File: src/design/xdpr_pkg.sv
// Package for the DTD prolog role machine: token, keyword, role and state codes.
// Shared by xdpr_step and xml_dtd_prolog_role_machine_top; depends on nothing.
`default_nettype none

package xdpr_pkg;

    localparam int DEFAULT_MAX_GROUP_DEPTH = 255;

    localparam int TOKEN_W   = 5;
    localparam int KEYWORD_W = 5;
    localparam int ROLE_W    = 6;
    localparam int STATE_W   = 6;

    // Token kinds from the upstream tokenizer; codes above TK_NAME_P mean nothing here
    typedef enum logic [TOKEN_W-1:0] {
        TK_PI         = 5'd0,
        TK_COMMENT    = 5'd1,
        TK_DECL_OPEN  = 5'd2,
        TK_NAME       = 5'd3,
        TK_LITERAL    = 5'd4,
        TK_OBRACK     = 5'd5,
        TK_CBRACK     = 5'd6,
        TK_DECL_CLOSE = 5'd7,
        TK_PERCENT    = 5'd8,
        TK_PEREF      = 5'd9,
        TK_OPAREN     = 5'd10,
        TK_CPAREN     = 5'd11,
        TK_CPAREN_Q   = 5'd12,
        TK_CPAREN_A   = 5'd13,
        TK_CPAREN_P   = 5'd14,
        TK_OR         = 5'd15,
        TK_COMMA      = 5'd16,
        TK_NMTOKEN    = 5'd17,
        TK_POUND      = 5'd18,
        TK_NAME_Q     = 5'd19,
        TK_NAME_A     = 5'd20,
        TK_NAME_P     = 5'd21
    } token_t;

    // Reserved word classes
    localparam logic [KEYWORD_W-1:0] KW_DOCTYPE  = 5'd1;
    localparam logic [KEYWORD_W-1:0] KW_SYSTEM   = 5'd2;
    localparam logic [KEYWORD_W-1:0] KW_PUBLIC   = 5'd3;
    localparam logic [KEYWORD_W-1:0] KW_NDATA    = 5'd4;
    localparam logic [KEYWORD_W-1:0] KW_PCDATA   = 5'd5;
    localparam logic [KEYWORD_W-1:0] KW_IMPLIED  = 5'd6;
    localparam logic [KEYWORD_W-1:0] KW_REQUIRED = 5'd7;
    localparam logic [KEYWORD_W-1:0] KW_FIXED    = 5'd8;
    localparam logic [KEYWORD_W-1:0] KW_EMPTY    = 5'd9;
    localparam logic [KEYWORD_W-1:0] KW_ANY      = 5'd10;
    localparam logic [KEYWORD_W-1:0] KW_NOTATION = 5'd11;
    localparam logic [KEYWORD_W-1:0] KW_CDATA    = 5'd12;
    localparam logic [KEYWORD_W-1:0] KW_ENTITY   = 5'd16;
    localparam logic [KEYWORD_W-1:0] KW_NMTOKENS = 5'd19;
    localparam logic [KEYWORD_W-1:0] KW_ELEMENT  = 5'd20;
    localparam logic [KEYWORD_W-1:0] KW_ATTLIST  = 5'd21;

    // Role codes
    localparam logic [ROLE_W-1:0] ROLE_NONE          = 6'd0;
    localparam logic [ROLE_W-1:0] ROLE_ERROR         = 6'd1;
    localparam logic [ROLE_W-1:0] ROLE_DT_NAME       = 6'd2;
    localparam logic [ROLE_W-1:0] ROLE_DT_SYSID      = 6'd3;
    localparam logic [ROLE_W-1:0] ROLE_DT_PUBID      = 6'd4;
    localparam logic [ROLE_W-1:0] ROLE_DT_CLOSE      = 6'd5;
    localparam logic [ROLE_W-1:0] ROLE_GE_NAME       = 6'd6;
    localparam logic [ROLE_W-1:0] ROLE_PE_NAME       = 6'd7;
    localparam logic [ROLE_W-1:0] ROLE_ENT_VALUE     = 6'd8;
    localparam logic [ROLE_W-1:0] ROLE_ENT_SYSID     = 6'd9;
    localparam logic [ROLE_W-1:0] ROLE_ENT_PUBID     = 6'd10;
    localparam logic [ROLE_W-1:0] ROLE_ENT_NOTATION  = 6'd11;
    localparam logic [ROLE_W-1:0] ROLE_NOT_NAME      = 6'd12;
    localparam logic [ROLE_W-1:0] ROLE_NOT_SYSID     = 6'd13;
    localparam logic [ROLE_W-1:0] ROLE_NOT_PUBID     = 6'd14;
    localparam logic [ROLE_W-1:0] ROLE_ATT_NAME      = 6'd15;
    localparam logic [ROLE_W-1:0] ROLE_ATT_CDATA     = 6'd16;
    localparam logic [ROLE_W-1:0] ROLE_ATT_ENUM      = 6'd24;
    localparam logic [ROLE_W-1:0] ROLE_ATT_NOTATION  = 6'd25;
    localparam logic [ROLE_W-1:0] ROLE_ATT_ELEM      = 6'd26;
    localparam logic [ROLE_W-1:0] ROLE_DEF_IMPLIED   = 6'd27;
    localparam logic [ROLE_W-1:0] ROLE_DEF_REQUIRED  = 6'd28;
    localparam logic [ROLE_W-1:0] ROLE_DEF_LITERAL   = 6'd29;
    localparam logic [ROLE_W-1:0] ROLE_DEF_FIXED     = 6'd30;
    localparam logic [ROLE_W-1:0] ROLE_ELEM_NAME     = 6'd31;
    localparam logic [ROLE_W-1:0] ROLE_CONTENT_ANY   = 6'd32;
    localparam logic [ROLE_W-1:0] ROLE_CONTENT_EMPTY = 6'd33;
    localparam logic [ROLE_W-1:0] ROLE_CONTENT_PCDATA = 6'd34;
    localparam logic [ROLE_W-1:0] ROLE_GROUP_OPEN    = 6'd35;
    localparam logic [ROLE_W-1:0] ROLE_GROUP_CLOSE   = 6'd36;
    localparam logic [ROLE_W-1:0] ROLE_GROUP_REP     = 6'd37;
    localparam logic [ROLE_W-1:0] ROLE_GROUP_OPT     = 6'd38;
    localparam logic [ROLE_W-1:0] ROLE_GROUP_PLUS    = 6'd39;
    localparam logic [ROLE_W-1:0] ROLE_GROUP_CHOICE  = 6'd40;
    localparam logic [ROLE_W-1:0] ROLE_GROUP_SEQ     = 6'd41;
    localparam logic [ROLE_W-1:0] ROLE_CONTENT_ELEM  = 6'd42;
    localparam logic [ROLE_W-1:0] ROLE_ELEM_OPT      = 6'd43;
    localparam logic [ROLE_W-1:0] ROLE_ELEM_REP      = 6'd44;
    localparam logic [ROLE_W-1:0] ROLE_ELEM_PLUS     = 6'd45;

    typedef enum logic [STATE_W-1:0] {
        ST_PROLOG0          = 6'd0,
        ST_PROLOG1          = 6'd1,
        ST_DT_NAME          = 6'd2,
        ST_DT_AFTER_NAME    = 6'd3,
        ST_DT_PUBID         = 6'd4,
        ST_DT_SYSID         = 6'd5,
        ST_DT_AFTER_EXTID   = 6'd6,
        ST_DT_AFTER_SUBSET  = 6'd7,
        ST_INTSUB           = 6'd8,
        ST_ENT_START        = 6'd9,
        ST_ENT_PE_NAME      = 6'd10,
        ST_ENT_DEF          = 6'd11,
        ST_ENT_PUBID        = 6'd12,
        ST_ENT_SYSID        = 6'd13,
        ST_ENT_AFTER_SYSID  = 6'd14,
        ST_ENT_NDATA_NAME   = 6'd15,
        ST_NOT_NAME         = 6'd16,
        ST_NOT_EXTID        = 6'd17,
        ST_NOT_PUBID        = 6'd18,
        ST_NOT_SYSID        = 6'd19,
        ST_ATT_ELEM         = 6'd20,
        ST_ATT_NAME         = 6'd21,
        ST_ATT_TYPE         = 6'd22,
        ST_ATT_ENUM         = 6'd23,
        ST_ATT_ENUM_SEP     = 6'd24,
        ST_ATT_NOT_OPEN     = 6'd25,
        ST_ATT_NOT_VAL      = 6'd26,
        ST_ATT_NOT_SEP      = 6'd27,
        ST_ATT_DEFAULT      = 6'd28,
        ST_ATT_FIXED        = 6'd29,
        ST_ELEM_NAME        = 6'd30,
        ST_ELEM_SPEC        = 6'd31,
        ST_ELEM_FIRST       = 6'd32,
        ST_ELEM_PCDATA      = 6'd33,
        ST_ELEM_MIXED_NAME  = 6'd34,
        ST_ELEM_MIXED_SEP   = 6'd35,
        ST_ELEM_ITEM        = 6'd36,
        ST_ELEM_AFTER_ITEM  = 6'd37,
        ST_DECLCLOSE        = 6'd38,
        ST_ERROR            = 6'd39
    } state_t;

    // What the step logic hands back to the top level for one word
    typedef struct packed {
        state_t              state;
        logic [ROLE_W-1:0]   role;
        logic                depth_overflow;
    } step_res_t;

endpackage

`default_nettype wire

File: src/design/xdpr_step.sv
// Transition logic of the DTD prolog role machine: next state, depth and role for one word.
// Purely combinational; uses xdpr_pkg.
`default_nettype none

module xdpr_step
    import xdpr_pkg::*;
#(
    parameter int MAX_GROUP_DEPTH = DEFAULT_MAX_GROUP_DEPTH,
    parameter int DEPTH_W         = $clog2(MAX_GROUP_DEPTH + 1)
)
(
    input  state_t                state,
    input  logic [DEPTH_W-1:0]    depth,
    input  logic [TOKEN_W-1:0]    token,
    input  logic [KEYWORD_W-1:0]  kw,
    output step_res_t             res,
    output logic [DEPTH_W-1:0]    depth_next
);

    localparam logic [DEPTH_W-1:0] DEPTH_MAX = DEPTH_W'(MAX_GROUP_DEPTH);
    localparam logic [DEPTH_W-1:0] DEPTH_ONE = DEPTH_W'(1);
    localparam logic [DEPTH_W-1:0] DEPTH_TWO = DEPTH_W'(2);

    state_t                raw_next;
    logic                  err;
    logic                  is_misc;
    logic                  is_elem;
    logic                  is_close;
    logic                  at_max;
    logic [DEPTH_W-1:0]    depth_dec;
    logic [ROLE_W-1:0]     elem_role;
    logic [ROLE_W-1:0]     close_role;

    assign is_misc  = (token == TK_PI) || (token == TK_COMMENT);
    assign at_max   = (depth >= DEPTH_MAX);
    assign depth_dec = (depth != '0) ? depth - DEPTH_ONE : depth;

    always_comb
    begin
        case (token)
            TK_NAME:   elem_role = ROLE_CONTENT_ELEM;
            TK_NAME_Q: elem_role = ROLE_ELEM_OPT;
            TK_NAME_A: elem_role = ROLE_ELEM_REP;
            TK_NAME_P: elem_role = ROLE_ELEM_PLUS;
            default:   elem_role = ROLE_NONE;
        endcase
        case (token)
            TK_CPAREN:   close_role = ROLE_GROUP_CLOSE;
            TK_CPAREN_A: close_role = ROLE_GROUP_REP;
            TK_CPAREN_Q: close_role = ROLE_GROUP_OPT;
            TK_CPAREN_P: close_role = ROLE_GROUP_PLUS;
            default:     close_role = ROLE_NONE;
        endcase
    end

    assign is_elem  = (elem_role != ROLE_NONE);
    assign is_close = (close_role != ROLE_NONE);

    // Next state and syntax error
    always_comb
    begin
        raw_next = state;
        err      = 1'b0;
        case (state)
            ST_PROLOG0:
                if (is_misc) raw_next = ST_PROLOG0;
                else if (token == TK_DECL_OPEN && kw == KW_DOCTYPE) raw_next = ST_DT_NAME;
                else err = 1'b1;
            ST_PROLOG1:
                if (!is_misc) err = 1'b1;
            ST_DT_NAME:
                if (token == TK_NAME) raw_next = ST_DT_AFTER_NAME;
                else err = 1'b1;
            ST_DT_AFTER_NAME:
                if (token == TK_OBRACK) raw_next = ST_INTSUB;
                else if (token == TK_DECL_CLOSE) raw_next = ST_PROLOG1;
                else if (token == TK_NAME && kw == KW_SYSTEM) raw_next = ST_DT_SYSID;
                else if (token == TK_NAME && kw == KW_PUBLIC) raw_next = ST_DT_PUBID;
                else err = 1'b1;
            ST_DT_PUBID:
                if (token == TK_LITERAL) raw_next = ST_DT_SYSID;
                else err = 1'b1;
            ST_DT_SYSID:
                if (token == TK_LITERAL) raw_next = ST_DT_AFTER_EXTID;
                else err = 1'b1;
            ST_DT_AFTER_EXTID:
                if (token == TK_OBRACK) raw_next = ST_INTSUB;
                else if (token == TK_DECL_CLOSE) raw_next = ST_PROLOG1;
                else err = 1'b1;
            ST_DT_AFTER_SUBSET:
                if (token == TK_DECL_CLOSE) raw_next = ST_PROLOG1;
                else err = 1'b1;
            ST_INTSUB:
                if (token == TK_DECL_OPEN && kw == KW_ENTITY) raw_next = ST_ENT_START;
                else if (token == TK_DECL_OPEN && kw == KW_ELEMENT) raw_next = ST_ELEM_NAME;
                else if (token == TK_DECL_OPEN && kw == KW_ATTLIST) raw_next = ST_ATT_ELEM;
                else if (token == TK_DECL_OPEN && kw == KW_NOTATION) raw_next = ST_NOT_NAME;
                else if (is_misc || token == TK_PEREF) raw_next = ST_INTSUB;
                else if (token == TK_CBRACK) raw_next = ST_DT_AFTER_SUBSET;
                else err = 1'b1;
            ST_ENT_START:
                if (token == TK_PERCENT) raw_next = ST_ENT_PE_NAME;
                else if (token == TK_NAME) raw_next = ST_ENT_DEF;
                else err = 1'b1;
            ST_ENT_PE_NAME:
                if (token == TK_NAME) raw_next = ST_ENT_DEF;
                else err = 1'b1;
            ST_ENT_DEF:
                if (token == TK_NAME && kw == KW_SYSTEM) raw_next = ST_ENT_SYSID;
                else if (token == TK_NAME && kw == KW_PUBLIC) raw_next = ST_ENT_PUBID;
                else if (token == TK_LITERAL) raw_next = ST_ENT_SYSID;
                else err = 1'b1;
            ST_ENT_PUBID:
                if (token == TK_LITERAL) raw_next = ST_ENT_SYSID;
                else err = 1'b1;
            ST_ENT_SYSID:
                if (token == TK_LITERAL) raw_next = ST_ENT_AFTER_SYSID;
                else err = 1'b1;
            ST_ENT_AFTER_SYSID:
                if (token == TK_DECL_CLOSE) raw_next = ST_INTSUB;
                else if (token == TK_NAME && kw == KW_NDATA) raw_next = ST_ENT_NDATA_NAME;
                else err = 1'b1;
            ST_ENT_NDATA_NAME:
                if (token == TK_NAME) raw_next = ST_DECLCLOSE;
                else err = 1'b1;
            ST_NOT_NAME:
                if (token == TK_NAME) raw_next = ST_NOT_EXTID;
                else err = 1'b1;
            ST_NOT_EXTID:
                if (token == TK_NAME && kw == KW_SYSTEM) raw_next = ST_NOT_SYSID;
                else if (token == TK_NAME && kw == KW_PUBLIC) raw_next = ST_NOT_PUBID;
                else err = 1'b1;
            ST_NOT_PUBID:
                if (token == TK_LITERAL) raw_next = ST_NOT_SYSID;
                else err = 1'b1;
            ST_NOT_SYSID:
                if (token == TK_LITERAL) raw_next = ST_DECLCLOSE;
                else err = 1'b1;
            ST_ATT_ELEM:
                if (token == TK_NAME) raw_next = ST_ATT_NAME;
                else err = 1'b1;
            ST_ATT_NAME:
                if (token == TK_DECL_CLOSE) raw_next = ST_INTSUB;
                else if (token == TK_NAME) raw_next = ST_ATT_TYPE;
                else err = 1'b1;
            ST_ATT_TYPE:
                if (token == TK_NAME && kw >= KW_CDATA && kw <= KW_NMTOKENS)
                    raw_next = ST_ATT_DEFAULT;
                else if (token == TK_NAME && kw == KW_NOTATION) raw_next = ST_ATT_NOT_OPEN;
                else if (token == TK_OPAREN) raw_next = ST_ATT_ENUM;
                else err = 1'b1;
            ST_ATT_ENUM:
                if (token == TK_NMTOKEN || token == TK_NAME) raw_next = ST_ATT_ENUM_SEP;
                else err = 1'b1;
            ST_ATT_ENUM_SEP:
                if (token == TK_CPAREN) raw_next = ST_ATT_DEFAULT;
                else if (token == TK_OR) raw_next = ST_ATT_ENUM;
                else err = 1'b1;
            ST_ATT_NOT_OPEN:
                if (token == TK_OPAREN) raw_next = ST_ATT_NOT_VAL;
                else err = 1'b1;
            ST_ATT_NOT_VAL:
                if (token == TK_NAME) raw_next = ST_ATT_NOT_SEP;
                else err = 1'b1;
            ST_ATT_NOT_SEP:
                if (token == TK_CPAREN) raw_next = ST_ATT_DEFAULT;
                else if (token == TK_OR) raw_next = ST_ATT_NOT_VAL;
                else err = 1'b1;
            ST_ATT_DEFAULT:
                if (token == TK_POUND && (kw == KW_IMPLIED || kw == KW_REQUIRED))
                    raw_next = ST_ATT_NAME;
                else if (token == TK_POUND && kw == KW_FIXED) raw_next = ST_ATT_FIXED;
                else if (token == TK_LITERAL) raw_next = ST_ATT_NAME;
                else err = 1'b1;
            ST_ATT_FIXED:
                if (token == TK_LITERAL) raw_next = ST_ATT_NAME;
                else err = 1'b1;
            ST_ELEM_NAME:
                if (token == TK_NAME) raw_next = ST_ELEM_SPEC;
                else err = 1'b1;
            ST_ELEM_SPEC:
                if (token == TK_NAME && (kw == KW_EMPTY || kw == KW_ANY))
                    raw_next = ST_DECLCLOSE;
                else if (token == TK_OPAREN) raw_next = ST_ELEM_FIRST;
                else err = 1'b1;
            ST_ELEM_FIRST:
                if (token == TK_POUND && kw == KW_PCDATA) raw_next = ST_ELEM_PCDATA;
                else if (token == TK_OPAREN) raw_next = ST_ELEM_ITEM;
                else if (is_elem) raw_next = ST_ELEM_AFTER_ITEM;
                else err = 1'b1;
            ST_ELEM_PCDATA:
                if (token == TK_CPAREN || token == TK_CPAREN_A) raw_next = ST_DECLCLOSE;
                else if (token == TK_OR) raw_next = ST_ELEM_MIXED_NAME;
                else err = 1'b1;
            ST_ELEM_MIXED_NAME:
                if (token == TK_NAME) raw_next = ST_ELEM_MIXED_SEP;
                else err = 1'b1;
            ST_ELEM_MIXED_SEP:
                if (token == TK_CPAREN_A) raw_next = ST_DECLCLOSE;
                else if (token == TK_OR) raw_next = ST_ELEM_MIXED_NAME;
                else err = 1'b1;
            ST_ELEM_ITEM:
                if (token == TK_OPAREN) err = at_max;
                else if (is_elem) raw_next = ST_ELEM_AFTER_ITEM;
                else err = 1'b1;
            ST_ELEM_AFTER_ITEM:
                if (is_close)
                begin
                    if (depth_dec == '0) raw_next = ST_DECLCLOSE;
                end
                else if (token == TK_COMMA || token == TK_OR) raw_next = ST_ELEM_ITEM;
                else err = 1'b1;
            ST_DECLCLOSE:
                if (token == TK_DECL_CLOSE) raw_next = ST_INTSUB;
                else err = 1'b1;
            default:
                raw_next = ST_ERROR;
        endcase
    end

    // Role, overflow flag, group depth and the state handed back
    always_comb
    begin
        res.role       = ROLE_NONE;
        res.depth_overflow = 1'b0;
        depth_next     = depth;
        case (state)
            ST_DT_NAME:         res.role = ROLE_DT_NAME;
            ST_DT_AFTER_NAME,
            ST_DT_AFTER_EXTID,
            ST_DT_AFTER_SUBSET:
                if (token == TK_DECL_CLOSE) res.role = ROLE_DT_CLOSE;
            ST_DT_PUBID:        res.role = ROLE_DT_PUBID;
            ST_DT_SYSID:        res.role = ROLE_DT_SYSID;
            ST_ENT_START:
                if (token == TK_NAME) res.role = ROLE_GE_NAME;
            ST_ENT_PE_NAME:     res.role = ROLE_PE_NAME;
            ST_ENT_DEF:
                if (token == TK_LITERAL) res.role = ROLE_ENT_VALUE;
            ST_ENT_PUBID:       res.role = ROLE_ENT_PUBID;
            ST_ENT_SYSID:       res.role = ROLE_ENT_SYSID;
            ST_ENT_NDATA_NAME:  res.role = ROLE_ENT_NOTATION;
            ST_NOT_NAME:        res.role = ROLE_NOT_NAME;
            ST_NOT_PUBID:       res.role = ROLE_NOT_PUBID;
            ST_NOT_SYSID:       res.role = ROLE_NOT_SYSID;
            ST_ATT_ELEM:        res.role = ROLE_ATT_ELEM;
            ST_ATT_NAME:
                if (token == TK_NAME) res.role = ROLE_ATT_NAME;
            ST_ATT_TYPE:
                if (token == TK_NAME && kw >= KW_CDATA && kw <= KW_NMTOKENS)
                    res.role = ROLE_ATT_CDATA + ROLE_W'(kw - KW_CDATA);
            ST_ATT_ENUM:        res.role = ROLE_ATT_ENUM;
            ST_ATT_NOT_VAL:     res.role = ROLE_ATT_NOTATION;
            ST_ATT_DEFAULT:
                if (token == TK_POUND && kw == KW_IMPLIED) res.role = ROLE_DEF_IMPLIED;
                else if (token == TK_POUND && kw == KW_REQUIRED) res.role = ROLE_DEF_REQUIRED;
                else if (token == TK_LITERAL) res.role = ROLE_DEF_LITERAL;
            ST_ATT_FIXED:       res.role = ROLE_DEF_FIXED;
            ST_ELEM_NAME:       res.role = ROLE_ELEM_NAME;
            ST_ELEM_SPEC:
                if (token == TK_NAME && kw == KW_EMPTY) res.role = ROLE_CONTENT_EMPTY;
                else if (token == TK_NAME && kw == KW_ANY) res.role = ROLE_CONTENT_ANY;
                else if (token == TK_OPAREN) res.role = ROLE_GROUP_OPEN;
            ST_ELEM_FIRST:
                if (token == TK_POUND && kw == KW_PCDATA) res.role = ROLE_CONTENT_PCDATA;
                else if (token == TK_OPAREN)
                begin
                    res.role   = ROLE_GROUP_OPEN;
                    depth_next = DEPTH_TWO;
                end
                else if (is_elem)
                begin
                    res.role   = elem_role;
                    depth_next = DEPTH_ONE;
                end
            // a separator in mixed content answers none; only the close answers repeat
            ST_ELEM_PCDATA,
            ST_ELEM_MIXED_SEP:
                if (token != TK_OR) res.role = ROLE_GROUP_REP;
            ST_ELEM_MIXED_NAME: res.role = ROLE_CONTENT_ELEM;
            ST_ELEM_ITEM:
                if (token == TK_OPAREN)
                begin
                    if (at_max) res.depth_overflow = 1'b1;
                    else
                    begin
                        res.role   = ROLE_GROUP_OPEN;
                        depth_next = depth + DEPTH_ONE;
                    end
                end
                else res.role = elem_role;
            ST_ELEM_AFTER_ITEM:
                if (is_close)
                begin
                    res.role   = close_role;
                    depth_next = depth_dec;
                end
                else if (token == TK_COMMA) res.role = ROLE_GROUP_SEQ;
                else if (token == TK_OR) res.role = ROLE_GROUP_CHOICE;
            default:            res.role = ROLE_NONE;
        endcase
        // error overrides whatever role the state gave
        if (err) res.role = ROLE_ERROR;
        res.state = err ? ST_ERROR : raw_next;
    end

endmodule

`default_nettype wire

File: src/design/xml_dtd_prolog_role_machine_top.sv
// Top level of the DTD prolog role machine: input word register, state registers, result register.
// Instantiates xdpr_step; uses xdpr_pkg.
//
// Usage:
//   Input channel (in_valid / in_stall): one prolog token per word, given as token_kind
//   and keyword. A word is taken at a rising edge with in_valid high and in_stall low.
//   Output channel (out_valid / out_stall): one word per input word, carrying role and
//   depth_overflow, in input order. The receiver holds out_stall high to keep a word.
//   The accepting edge loads the input register; once the result register is free or
//   being emptied, a later edge loads the result register through the transition logic,
//   and the result stands on the output ports until the receiver takes it.
//   Throughput: one word per cycle while out_stall stays low, set by the state update that
//   sits between the two registers.
//   Stall: while the result register holds an untaken word and out_stall is high, the
//   input register holds its word and in_stall rises; otherwise both advance together.
//   Reset (rst_n low, asynchronous): both registers empty, parser back at the prolog
//   start state, group depth zero. A syntax error sends the parser to an absorbing error
//   state that answers role none to every later token until the next reset.
//   MAX_GROUP_DEPTH sets the deepest content-group nesting and the depth counter width.
`default_nettype none

module xml_dtd_prolog_role_machine_top
    import xdpr_pkg::*;
#(
    parameter int MAX_GROUP_DEPTH = DEFAULT_MAX_GROUP_DEPTH
)
(
    input  logic                  clk,
    input  logic                  rst_n,
    input  logic                  in_valid,
    output logic                  in_stall,
    input  logic [TOKEN_W-1:0]    token_kind,
    input  logic [KEYWORD_W-1:0]  keyword,
    output logic                  out_valid,
    input  logic                  out_stall,
    output logic [ROLE_W-1:0]     role,
    output logic                  depth_overflow
);

    localparam int DEPTH_W = $clog2(MAX_GROUP_DEPTH + 1);

    // input word register
    logic                  in_valid_reg, in_valid_next;
    logic [TOKEN_W-1:0]    token_reg;
    logic [KEYWORD_W-1:0]  kw_reg;

    // parser state
    state_t                state_reg, state_next;
    logic [DEPTH_W-1:0]    depth_reg, depth_next;

    // result register
    logic                  out_valid_reg, out_valid_next;
    logic [ROLE_W-1:0]     role_reg;
    logic                  ovf_reg;

    logic                  in_fire;
    logic                  advance;
    step_res_t             step_res;

    // Advance the held word whenever the result register is free or being emptied
    assign advance  = in_valid_reg && (!out_valid_reg || !out_stall);
    assign in_stall = in_valid_reg && !advance;
    assign in_fire  = in_valid && !in_stall;

    xdpr_step #(
        .MAX_GROUP_DEPTH (MAX_GROUP_DEPTH),
        .DEPTH_W         (DEPTH_W)
    ) u_step (
        .state      (state_reg),
        .depth      (depth_reg),
        .token      (token_reg),
        .kw         (kw_reg),
        .res        (step_res),
        .depth_next (depth_next)
    );

    assign state_next = step_res.state;

    always_comb
    begin
        in_valid_next = in_valid_reg;
        if (in_fire) in_valid_next = 1'b1;
        else if (advance) in_valid_next = 1'b0;

        out_valid_next = out_valid_reg;
        if (advance) out_valid_next = 1'b1;
        else if (out_valid_reg && !out_stall) out_valid_next = 1'b0;
    end

    // control state
    always_ff @(posedge clk or negedge rst_n)
    begin
        if (!rst_n)
        begin
            in_valid_reg  <= 1'b0;
            out_valid_reg <= 1'b0;
            state_reg     <= ST_PROLOG0;
            depth_reg     <= '0;
        end
        else
        begin
            in_valid_reg  <= in_valid_next;
            out_valid_reg <= out_valid_next;
            if (advance)
            begin
                state_reg <= state_next;
                depth_reg <= depth_next;
            end
        end
    end

    // payload: capture the word on acceptance, the result on advance
    always_ff @(posedge clk)
    begin
        if (in_fire)
        begin
            token_reg <= token_kind;
            kw_reg    <= keyword;
        end
        if (advance)
        begin
            role_reg <= step_res.role;
            ovf_reg  <= step_res.depth_overflow;
        end
    end

    assign out_valid      = out_valid_reg;
    assign role           = role_reg;
    assign depth_overflow = ovf_reg;

    // The error state is absorbing
    a_error_sticks: assert property (@(posedge clk) disable iff (!rst_n)
        state_reg == ST_ERROR |=> state_reg == ST_ERROR)
        else $error("parser left the error state");

    // An overflow flag always comes with the error role
    a_ovf_is_error: assert property (@(posedge clk) disable iff (!rst_n)
        out_valid_reg && ovf_reg |-> role_reg == ROLE_ERROR)
        else $error("depth overflow without error role");

    // Depth is nonzero only inside a content group or after an error there
    a_depth_scope: assert property (@(posedge clk) disable iff (!rst_n)
        depth_reg != '0 |-> (state_reg == ST_ELEM_ITEM || state_reg == ST_ELEM_AFTER_ITEM
                             || state_reg == ST_ERROR))
        else $error("group depth nonzero outside a content group");

    // Depth never passes the configured maximum
    a_depth_max: assert property (@(posedge clk) disable iff (!rst_n)
        depth_reg <= DEPTH_W'(MAX_GROUP_DEPTH))
        else $error("group depth above maximum");

endmodule

`default_nettype wire
File: config.mk
export PLATFORM = sky130hd
export DESIGN_NAME = xml_dtd_prolog_role_machine_top
export DESIGN_NICKNAME = d
export VERILOG_FILES = /design/src/design/xdpr_pkg.sv /design/src/design/xdpr_step.sv /design/src/design/xml_dtd_prolog_role_machine_top.sv
export SDC_FILE = /design/constraint.sdc
export NUM_CORES = 1
export LEC_CHECK = 0
export ABC_AREA = 0
export BUFFER_PORTS_ARGS = -buffer_cell sky130_fd_sc_hd__buf_4
export CAP_MARGIN = 20
export CORE_MARGIN = 5
export CORE_UTILIZATION = 40
export CTS_CLUSTER_DIAMETER = 60
export DETAILED_ROUTE_END_ITERATION = 16
export GPL_TIMING_DRIVEN = 0
export PLACE_DENSITY_LB_ADDON = 0.25
export SYNTH_ARGS = -nofsm -noshare
export SYNTH_HDL_FRONTEND = slang
export SYNTH_SLANG_ARGS = --single-unit
File: constraint.sdc
create_clock -name clk -period 2.8 [get_ports clk]
set_clock_uncertainty 0.1 [all_clocks]
set_input_delay 0.14 -clock clk [delete_from_list [all_inputs] [get_ports clk]]
set_output_delay 0.14 -clock clk [all_outputs]
set_load 0.02 [all_outputs]
==> impl_metrics.ini, run 1 <==
[power_and_ir_drop]
peakVddDrop_uv = 371
leakage_uw = 0.00202
power.density_nw_per_um2 = 686

[timing]
tns_ns = -1.03
setup_slack_ns = -0.160
period_share_pct = 106
whs_ns = 0.143
min_period_ns = 2.96
slew_viol_final = 0
tightest_slew_ns = 0.755
max_freq_mhz = 338
hold_violations = 0
setup_viol = 12
rsz0062_at_grt = true
max_slew_margin_pct = 48.4

[critical_path]
crit_path_start_kind = flip-flop
r2r_start = token_reg[1]
path_class = flip-flop to flip-flop
cp-startpoint = token_reg[1]
crit_path_end_kind = flip-flop
reg2reg_to = state_reg[1]
crit_end = state_reg[1]
cp_max_fo = 6
critical-path-top-delay-family = compound AO/OA/AOI/OAI gates
cp_data_arrival_time_ns = 3.03
worstPathCellList = buf_6 -> or3b_4 -> a211oi_4 -> o32ai_4 -> a21oi_2 -> o2111ai_2 -> buf_6 -> nor4b_4 -> buf_6 -> nand4_1 -> mux2_4
crit_top_cell = buf_6
slowest_stage = edfxtp_1
crit_buf_inv = 3
cp.depth = 11
slowest_delay_ns = 0.44
critPathRequiredTime_ns = 2.87
regToRegSetupSlack_ns = -0.16
reg2reg_depth = 11

[synth]
netlist_area_um2 = 4150
synth_ff_type = edfxtp_1
yosysUniqueCellTypes = 90
synth_nets = 590
synthCells = 569
ys_warn_count = 0
synth_edf_count = 17
synth.avg_cell_area_um2 = 7.29
seq_area_frac_synth_pct = 21.9
synth_seq_cells = 33
synth-async-reset-ratio_pct = 48.5

[cells_and_area]
largest_reg_flops = 8
final_core_util_pct = 54.8
diodes = 0
drive_gt1_share_pct = 31.2
layout_common_cells = 59 x buf_4, 53 x a21oi_1, 51 x nor2_1, 49 x nand2_1, 25 x o21ai_0
nFillCells = 957
fin_area_um2 = 5610
layout.nets = 662
final_common_cell = buf_4
area_growth_pct = 35.2
ff_latch_area_um2 = 911
multi_input_area_um2 = 3490

[floorplanning]
die_x_um = 112
io_pins = 23
num_rows = 37
start_util_pct = 40.6
design.core.area_um2 = 10200
dieArea_um2 = 12500
die_y_um = 112

[drt]
drt_iter0_markers = 719
ant_nets = 0
drc_errors = 0
dr.pass1.iters = 6
num_vias = 5329
wl_per_cell_um = 24.8
viasPerCell = 6.85
wl_mm = 19.3

[clock_tree]
cts-root-buf = clkbuf_8
cts_tree = built
htreeDepth = 2
clock_latency_ns = 0.29
clock-sinks = 33
cts-buffers-inserted = 5
clk_path_buf_depth = 2
path_clk_slew_ns = 0.07

[place]
hpwl_mm = 14.1
routabilityCongestion = 1.06
port_buffers = 22
placed_area_um2 = 4520
place_ws_ns = -0.697

[global_route]
grt_pass1_vias = 4954
grt_overflow_total = 0
antenna_found_initial = 0
grt_pass1_wl_mm = 29.6
grt_usage_pct = 30.0
grt_start_max_net_pins = 17

[run_status]
violations = setup timing
status = finished with violations

[job]
drv_cap = 0

[worst_hold_path]
hp-class = input pin to asynchronous set/reset pin
cell families (layout without fill, tap and decap cells):
kind of cell | after synthesis | count (layout) | share of synthesized area, %
xor+xnor | 8 | 8 | 1.69
mux | 4 | 4 | 1.15
simple gates | 252 | 252 | 33.0
buf+inv | 66 | 139 | 6.87
compound gates | 199 | 199 | 33.2
fa+ha+maj | 7 | 7 | 2.11
flops | 33 | 33 | 21.9
area by class of cell:
| type | instances | share of cell area [%] |
|---|---|---|
| Multi-Input combinational cell | 470 | 62.2 |
| Sequential cell | 33 | 16.2 |
| Timing Repair Buffer | 74 | 11.0 |
| Buffer | 42 | 5.00 |
| Tap cell | 136 | 3.03 |
| Clock buffer | 5 | 1.23 |
| Inverter | 15 | 1.00 |
| Clock inverter | 3 | 0.312 |
power breakdown:
group / internal [µW] / total, µW / switching [µW]
Sequential: 606 / 686 / 80.0
Clock: 172 / 363 / 191
Combinational: 1030 / 2800 / 1770
worst reg2reg max path, stage by stage, from the launching register on:
cell and delay (ns):
edfxtp_1 0.44, buf_6 0.17, or3b_4 0.38, a211oi_4 0.31
o32ai_4 0.18, a21oi_2 0.15, o2111ai_2 0.13, buf_6 0.17
nor4b_4 0.28, buf_6 0.17, nand4_1 0.09, mux2_4 0.29
per-layer routing:
| layer | GRT usage, % | vias to the layer above | share of wire (%) |
|---|---|---|---|
| met5 | 0 | - | 0 |
| met3 | 5.00 | 103 | 11 |
| met2 | 46.7 | 395 | 44 |
| met4 | 17.2 | 0 | 7.1 |
| li1 | - | 2326 | - |
| met1 | 39.1 | 2505 | 38 |
through the flow:
stage | power, µW | cells
CTS | 3600 | 774
global placement | 2820 | 727
global route | 3980 | 778
finish | 3850 | 778
detailed placement | 2790 | 729
floorplan | 2100 | 569
how the worst min path moves through the flow:
| stage | slack [ns] | cells after the start | from | to |
|---|---|---|---|---|
| final | 0.14 | 2 | rst_n | state_reg[3] |
| after global routing | 0.18 | 2 | rst_n | state_reg[3] |
| after floorplan | -0.26 | 0 | rst_n | depth_reg[0] |
| after global placement | -0.09 | 1 | rst_n | state_reg[3] |
| after detailed placement | -0.08 | 1 | rst_n | state_reg[3] |
| after CTS | 0.15 | 2 | rst_n | state_reg[3] |
what timing repair did:
item                                    in CTS  in global routing
endpoints found under the setup margin      20                 20
setup buffers                               29                  8
hold buffers                                13                  0
hold endpoints to repair                    28                  0
pin swaps                                   25                 13
gates resized for setup                    115                 40
cells in the mapped netlist, types with 4 or more instances:
cell,instances,area share [%]
a2111oi_0,6,1.3
a211oi_1,8,1.4
a21oi_1,56,6.8
a22oi_1,8,1.4
a311oi_1,4,0.84
a31oi_1,15,2.3
and2_1,6,0.90
and3_1,5,0.75
buf_1,11,0.99
buf_2,9,1.1
clkbuf_1,27,2.4
dfrtp_1,16,9.6
edfxtp_1,17,12
ha_1,7,2.1
inv_1,14,1.3
nand2_1,51,4.6
nand2b_1,16,2.4
nand3_1,23,2.8
nand4_1,11,1.7
nor2_1,56,5.1
nor2b_1,12,1.8
nor3_1,19,2.3
nor3b_1,4,0.72
nor4_1,11,1.7
o2111ai_1,7,1.5
o211ai_1,6,1.1
o21ai_0,29,3.5
o22ai_1,8,1.2
o31ai_1,11,2.0
or2_2,7,1.1
or3_1,4,0.60
xnor2_1,4,0.84
xor2_1,4,0.84
(Power assumes the default switching activity.)
==> run 2: changes to the inputs <==
--- a/config.mk
+++ b/config.mk
@@ -8,11 +8,11 @@
 export ABC_AREA = 0
 export BUFFER_PORTS_ARGS = -buffer_cell sky130_fd_sc_hd__buf_4
 export CAP_MARGIN = 20
+export CORE_ASPECT_RATIO = 1.2
 export CORE_MARGIN = 5
 export CORE_UTILIZATION = 40
 export CTS_CLUSTER_DIAMETER = 60
 export DETAILED_ROUTE_END_ITERATION = 16
-export GPL_TIMING_DRIVEN = 0
 export PLACE_DENSITY_LB_ADDON = 0.25
 export SYNTH_ARGS = -nofsm -noshare
 export SYNTH_HDL_FRONTEND = slang
==> constraint.sdc (replaced) <==
create_clock -name clk -period 2.65 [get_ports clk]
set_clock_uncertainty 0.1 [all_clocks]
set_input_delay 0.1325 -clock clk [delete_from_list [all_inputs] [get_ports clk]]
set_output_delay 0.1325 -clock clk [all_outputs]
set_load 0.02 [all_outputs]
==> run 2 against run 1 <==
Against the previous run:
- the flow still finishes with violations (setup timing)
- critical path depth unchanged
- design area increased by 16%
- largest power group unchanged
- first-iteration DRC count decreased by 29%
- maximum frequency increased by 0.46%
- sequential power increased by 6.7%
- largest cell class unchanged
- global-route usage increased by 3.9 points
==> impl_metrics.ini, run 2 (same netlist as run 1, synthesis figures left out) <==
[run_status]
status = finished with violations
violations = setup timing

[clock_tree]
clk_path_buf_depth = 2
clock_latency_ns = 0.28
htreeDepth = 2
cts-buffers-inserted = 5
cts-root-buf = clkbuf_16
clock-sinks = 33
path_clk_slew_ns = 0.06
cts_tree = built

[timing]
setup_slack_ns = -0.296
hold_violations = 0
slew_viol_final = 0
max_freq_mhz = 339
max_slew_margin_pct = 50.0
min_period_ns = 2.95
tightest_slew_ns = 0.744
rsz0062_at_grt = true
setup_viol = 12
period_share_pct = 111

[global_route]
grt_start_max_net_pins = 23
antenna_found_initial = 0
grt_pass1_wl_mm = 32.2
grt_pass1_vias = 5686
grt_overflow_total = 0
grt_usage_pct = 33.9

[drt]
ant_nets = 0
drt_iter0_markers = 509
viasPerCell = 6.37
wl_per_cell_um = 23.2
dr.pass1.iters = 7
num_vias = 5734
drc_errors = 0
wl_mm = 20.9

[critical_path]
critPathRequiredTime_ns = 2.72
crit_buf_inv = 3
slowest_stage = edfxtp_1
crit_top_cell = buf_6
regToRegSetupSlack_ns = -0.30
worstPathCellList = buf_6 -> or3b_4 -> buf_6 -> a311oi_2 -> nor2_1 -> a31oi_2 -> o211ai_4 -> buf_6 -> nor4b_4 -> nand4_1 -> mux2_4
cp_data_arrival_time_ns = 3.01
path_class = flip-flop to flip-flop
slowest_delay_ns = 0.42
critical-path-top-delay-family = simple AND/OR/NAND/NOR gates
crit_path_start_kind = flip-flop
cp_max_fo = 5
crit_path_end_kind = flip-flop

[job]
drv_cap = 0

[place]
hpwl_mm = 16.9
routabilityCongestion = 1.08
placed_area_um2 = 5910
port_buffers = 22

[cells_and_area]
final_common_cell = buf_4
diodes = 0
final_core_util_pct = 64.4
fin_area_um2 = 6520
layout_common_cells = 222 x buf_4, 55 x a21oi_1, 51 x nor2_1, 50 x nand2_1, 29 x o21ai_0
largest_reg_flops = 8
drive_gt1_share_pct = 41.3
layout.nets = 794
area_growth_pct = 57.0

[power_and_ir_drop]
finalPower_uw = 4550
power.density_nw_per_um2 = 699
peakVddDrop_uv = 352
leakage_uw = 0.00266

[worst_hold_path]
hp-class = input pin to asynchronous set/reset pin

[floorplanning]
die_y_um = 122
start_util_pct = 41.1
io_pins = 23
num_rows = 40
design.core.area_um2 = 10100
dieArea_um2 = 12500
die_x_um = 103
run 2: changes by cell type in the layout (fill, tap and decap cells not counted), moves of 5 or more:
cell	delta
buf_4	+163
buf_2	-10
clkbuf_2	-10
buf_12	+6
clkbuf_4	-6
clkbuf_8	-6
clkbuf_16	+5
run 2: area by class of cell:
class,count,area (µm²)
fillers,885,3590
multi-input cells,470,3230
repair buffers,248,2010
flip-flops and latches,33,913
well taps,126,158
clock buffers,5,125
inverters,15,56.3
clock inverters,3,16.3
run 2: power by group:
group | internal (µW) | switching (µW)
Sequential | 644 | 87.7
Combinational | 1470 | 1760
Clock | 346 | 244
Total | 2460 | 2090
run 2: per-layer routing:
metal	vias to the layer above	wire [µm]	track usage, %
met3	85	1650	6.01
met1	2719	8090	42.6
met2	340	9870	55.4
li1	2590	-	-
met4	0	1300	16.5
met5	-	0	0
run 2: through the flow:
step                      setup TNS, ns  instances  setup slack (ns)  hold WS, ns
final                             -1.93        900            -0.296        0.150
after floorplan                  -0.210        569           -0.0798       -0.263
after global routing              -3.98        900            -0.398        0.180
after detailed placement          -3.67        868            -0.444      -0.0862
after global placement            -3.62        868            -0.374      -0.0876
after CTS                         -1.74        896            -0.273        0.153
run 2: final timing paths:
path                                    from           end  depth (start not counted)
min in group clk                in_valid_reg     out_valid                          1
worst min-delay path                   rst_n  state_reg[1]                          2
max in group asynchronous              rst_n  state_reg[0]                          2
worst min register to register  in_valid_reg     out_valid                          1
worst max-delay path            token_reg[0]  state_reg[1]                         11
worst max register to register  token_reg[0]  state_reg[1]                         11
run 2: timing repair:
item                                    CTS  global route
setup buffers                             7             4
pin swaps                                10            10
resized for setup                        31            24
hold buffers                             13             0
cloned                                    0             0
endpoints found under the hold margin    28             0
endpoints found under the setup margin   13            15
==> run 3: changes to the inputs <==
--- a/config.mk
+++ b/config.mk
@@ -8,12 +8,15 @@
 export ABC_AREA = 0
 export BUFFER_PORTS_ARGS = -buffer_cell sky130_fd_sc_hd__buf_4
 export CAP_MARGIN = 20
+export CELL_PAD_IN_SITES_DETAIL_PLACEMENT = 1
+export CELL_PAD_IN_SITES_GLOBAL_PLACEMENT = 1
 export CORE_ASPECT_RATIO = 1.2
 export CORE_MARGIN = 5
 export CORE_UTILIZATION = 40
 export CTS_CLUSTER_DIAMETER = 60
 export DETAILED_ROUTE_END_ITERATION = 16
 export PLACE_DENSITY_LB_ADDON = 0.25
+export REMOVE_ABC_BUFFERS = 1
 export SYNTH_ARGS = -nofsm -noshare
 export SYNTH_HDL_FRONTEND = slang
 export SYNTH_SLANG_ARGS = --single-unit
==> run 3 against run 2 <==
Against the previous run:
- the flow still finishes with violations (setup timing)
- sequential power grew 3%
- combinational power grew 11%
- critical path depth is the same
- count of clock-buffer cells in the layout grew 3
- first-iteration DRC count grew 67%
- largest power group unchanged
==> impl_metrics.ini, run 3 (same netlist as run 1, synthesis figures left out) <==
[floorplanning]
dieArea_um2 = 12500
io_pins = 23
num_rows = 40
die_y_um = 122
design.core.area_um2 = 10100
start_util_pct = 41.1
die_x_um = 103

[timing]
period_share_pct = 126
min_period_ns = 3.35
slew_viol_final = 0
hold_violations = 0
tns_ns = -7.56
tightest_slew_ns = 0.888
setup_viol = 16
rsz0062_at_grt = true
max_slew_margin_pct = 40.3
setup_slack_ns = -0.697
max_freq_mhz = 299

[critical_path]
slowest_delay_ns = 0.47
critical-path-top-delay-family = compound AO/OA/AOI/OAI gates
critPathRequiredTime_ns = 2.68
crit_top_cell = buf_6
cp_data_arrival_time_ns = 3.37
slowest_stage = edfxtp_1
crit_path_start_kind = flip-flop
worstPathCellList = buf_6 -> or3b_4 -> buf_4 -> nor2_1 -> o2111ai_2 -> a31oi_4 -> o211ai_4 -> buf_6 -> nor3_4 -> o2111ai_4 -> a31oi_1
crit_path_end_kind = flip-flop
path_class = flip-flop to flip-flop
crit_buf_inv = 3
cp_max_fo = 5

[global_route]
grt_pass1_vias = 6319
grt_pass1_wl_mm = 37.7
antenna_found_initial = 0
grt_overflow_total = 0
grt_start_max_net_pins = 19
grt_usage_pct = 39.9

[drt]
drt_iter0_markers = 850
num_vias = 6580
wl_met2_mm = 12.7
route.top_layer_used = met4
viasPerCell = 7.18
dr.pass1.iters = 8
drc_errors = 0
routed-wl-met3_mm = 3.46
wl_mm = 28.7
wl_per_cell_um = 31.3
ant_nets = 0
drt-met1-wl_mm = 9.70

[run_status]
violations = setup timing
status = finished with violations

[power_and_ir_drop]
leakage_uw = 0.00275
power.density_nw_per_um2 = 760
peakVddDrop_uv = 308
finalPower_uw = 5050

[cells_and_area]
nFillCells = 1224
largest_reg_flops = 8
area_growth_pct = 60.1
diodes = 0
drive_gt1_share_pct = 41.1
final_core_util_pct = 65.7
layout.nets = 811
layout_common_cells = 241 x buf_4, 55 x a21oi_1, 53 x nor2_1, 49 x nand2_1, 29 x o21ai_0
final_common_cell = buf_4

[job]
drv_cap = 0

[clock_tree]
htreeDepth = 2
clock-sinks = 33
clock_latency_ns = 0.30
cts-root-buf = clkbuf_16
clk_path_buf_depth = 2
cts-buffers-inserted = 5
cts_tree = built
path_clk_slew_ns = 0.07

[worst_hold_path]
hp-class = input pin to asynchronous set/reset pin

[place]
port_buffers = 22
hpwl_mm = 18.5
routabilityCongestion = 1.08
[run 3: area by class of cell]
cell class / count / area (µm²) / area share (%)
Sequential cell: 33 / 913 / 13.7
Timing Repair Buffer: 265 / 2120 / 31.9
Inverter: 15 / 56.3 / 0.847
Multi-Input combinational cell: 470 / 3230 / 48.6
Tap cell: 126 / 158 / 2.37
Clock buffer: 8 / 168 / 2.52
[run 3: layer usage]
layer / track usage, % / up-vias
met1: 48.0 / 3117
li1: - / 2608
met5: 0 / -
met3: 8.53 / 254
met4: 20.1 / 0
met2: 66.1 / 601
[run 3: final timing paths]
kind	startpoint	endpoint	slack (ns)	depth (start not counted)
setup / recovery	token_reg[0]	role[3]	-0.70	11
hold / removal	rst_n	depth_reg[5]	0.16	2
setup reg to reg	token_reg[0]	role[3]	-0.70	11
hold reg to reg	in_valid_reg	out_valid	0.41	1
max in group asynchronous	rst_n	state_reg[1]	2.06	2
min in group clk	in_valid_reg	out_valid	0.41	1
[run 3: timing repair]
item	CTS	global route
setup endpoints to repair	16	16
gates resized for setup	27	34
setup buffers	7	16
pin swaps	9	24
hold buffers	13	0
hold endpoints to repair	28	0
[run 3: through the flow]
| stage | cells | hold slack, ns | cell area, µm² | setup slack (ns) |
|---|---|---|---|---|
| global route | 917 | 0.180 | 6650 | -0.691 |
| detailed placement | 873 | -0.0787 | 5870 | -0.460 |
| floorplan | 518 | -0.263 | 3920 | -0.692 |
| finish | 917 | 0.161 | 6650 | -0.697 |
| CTS | 901 | 0.163 | 6350 | -0.280 |
| global placement | 873 | -0.0855 | 5870 | -0.367 |
[run 3: report_power, final]
group	leakage (µW)	total [µW]	internal [µW]	switching, µW
Clock	0.0000823	712	434	278
Combinational	0.00232	3590	1550	2040
Sequential	0.000349	752	644	108
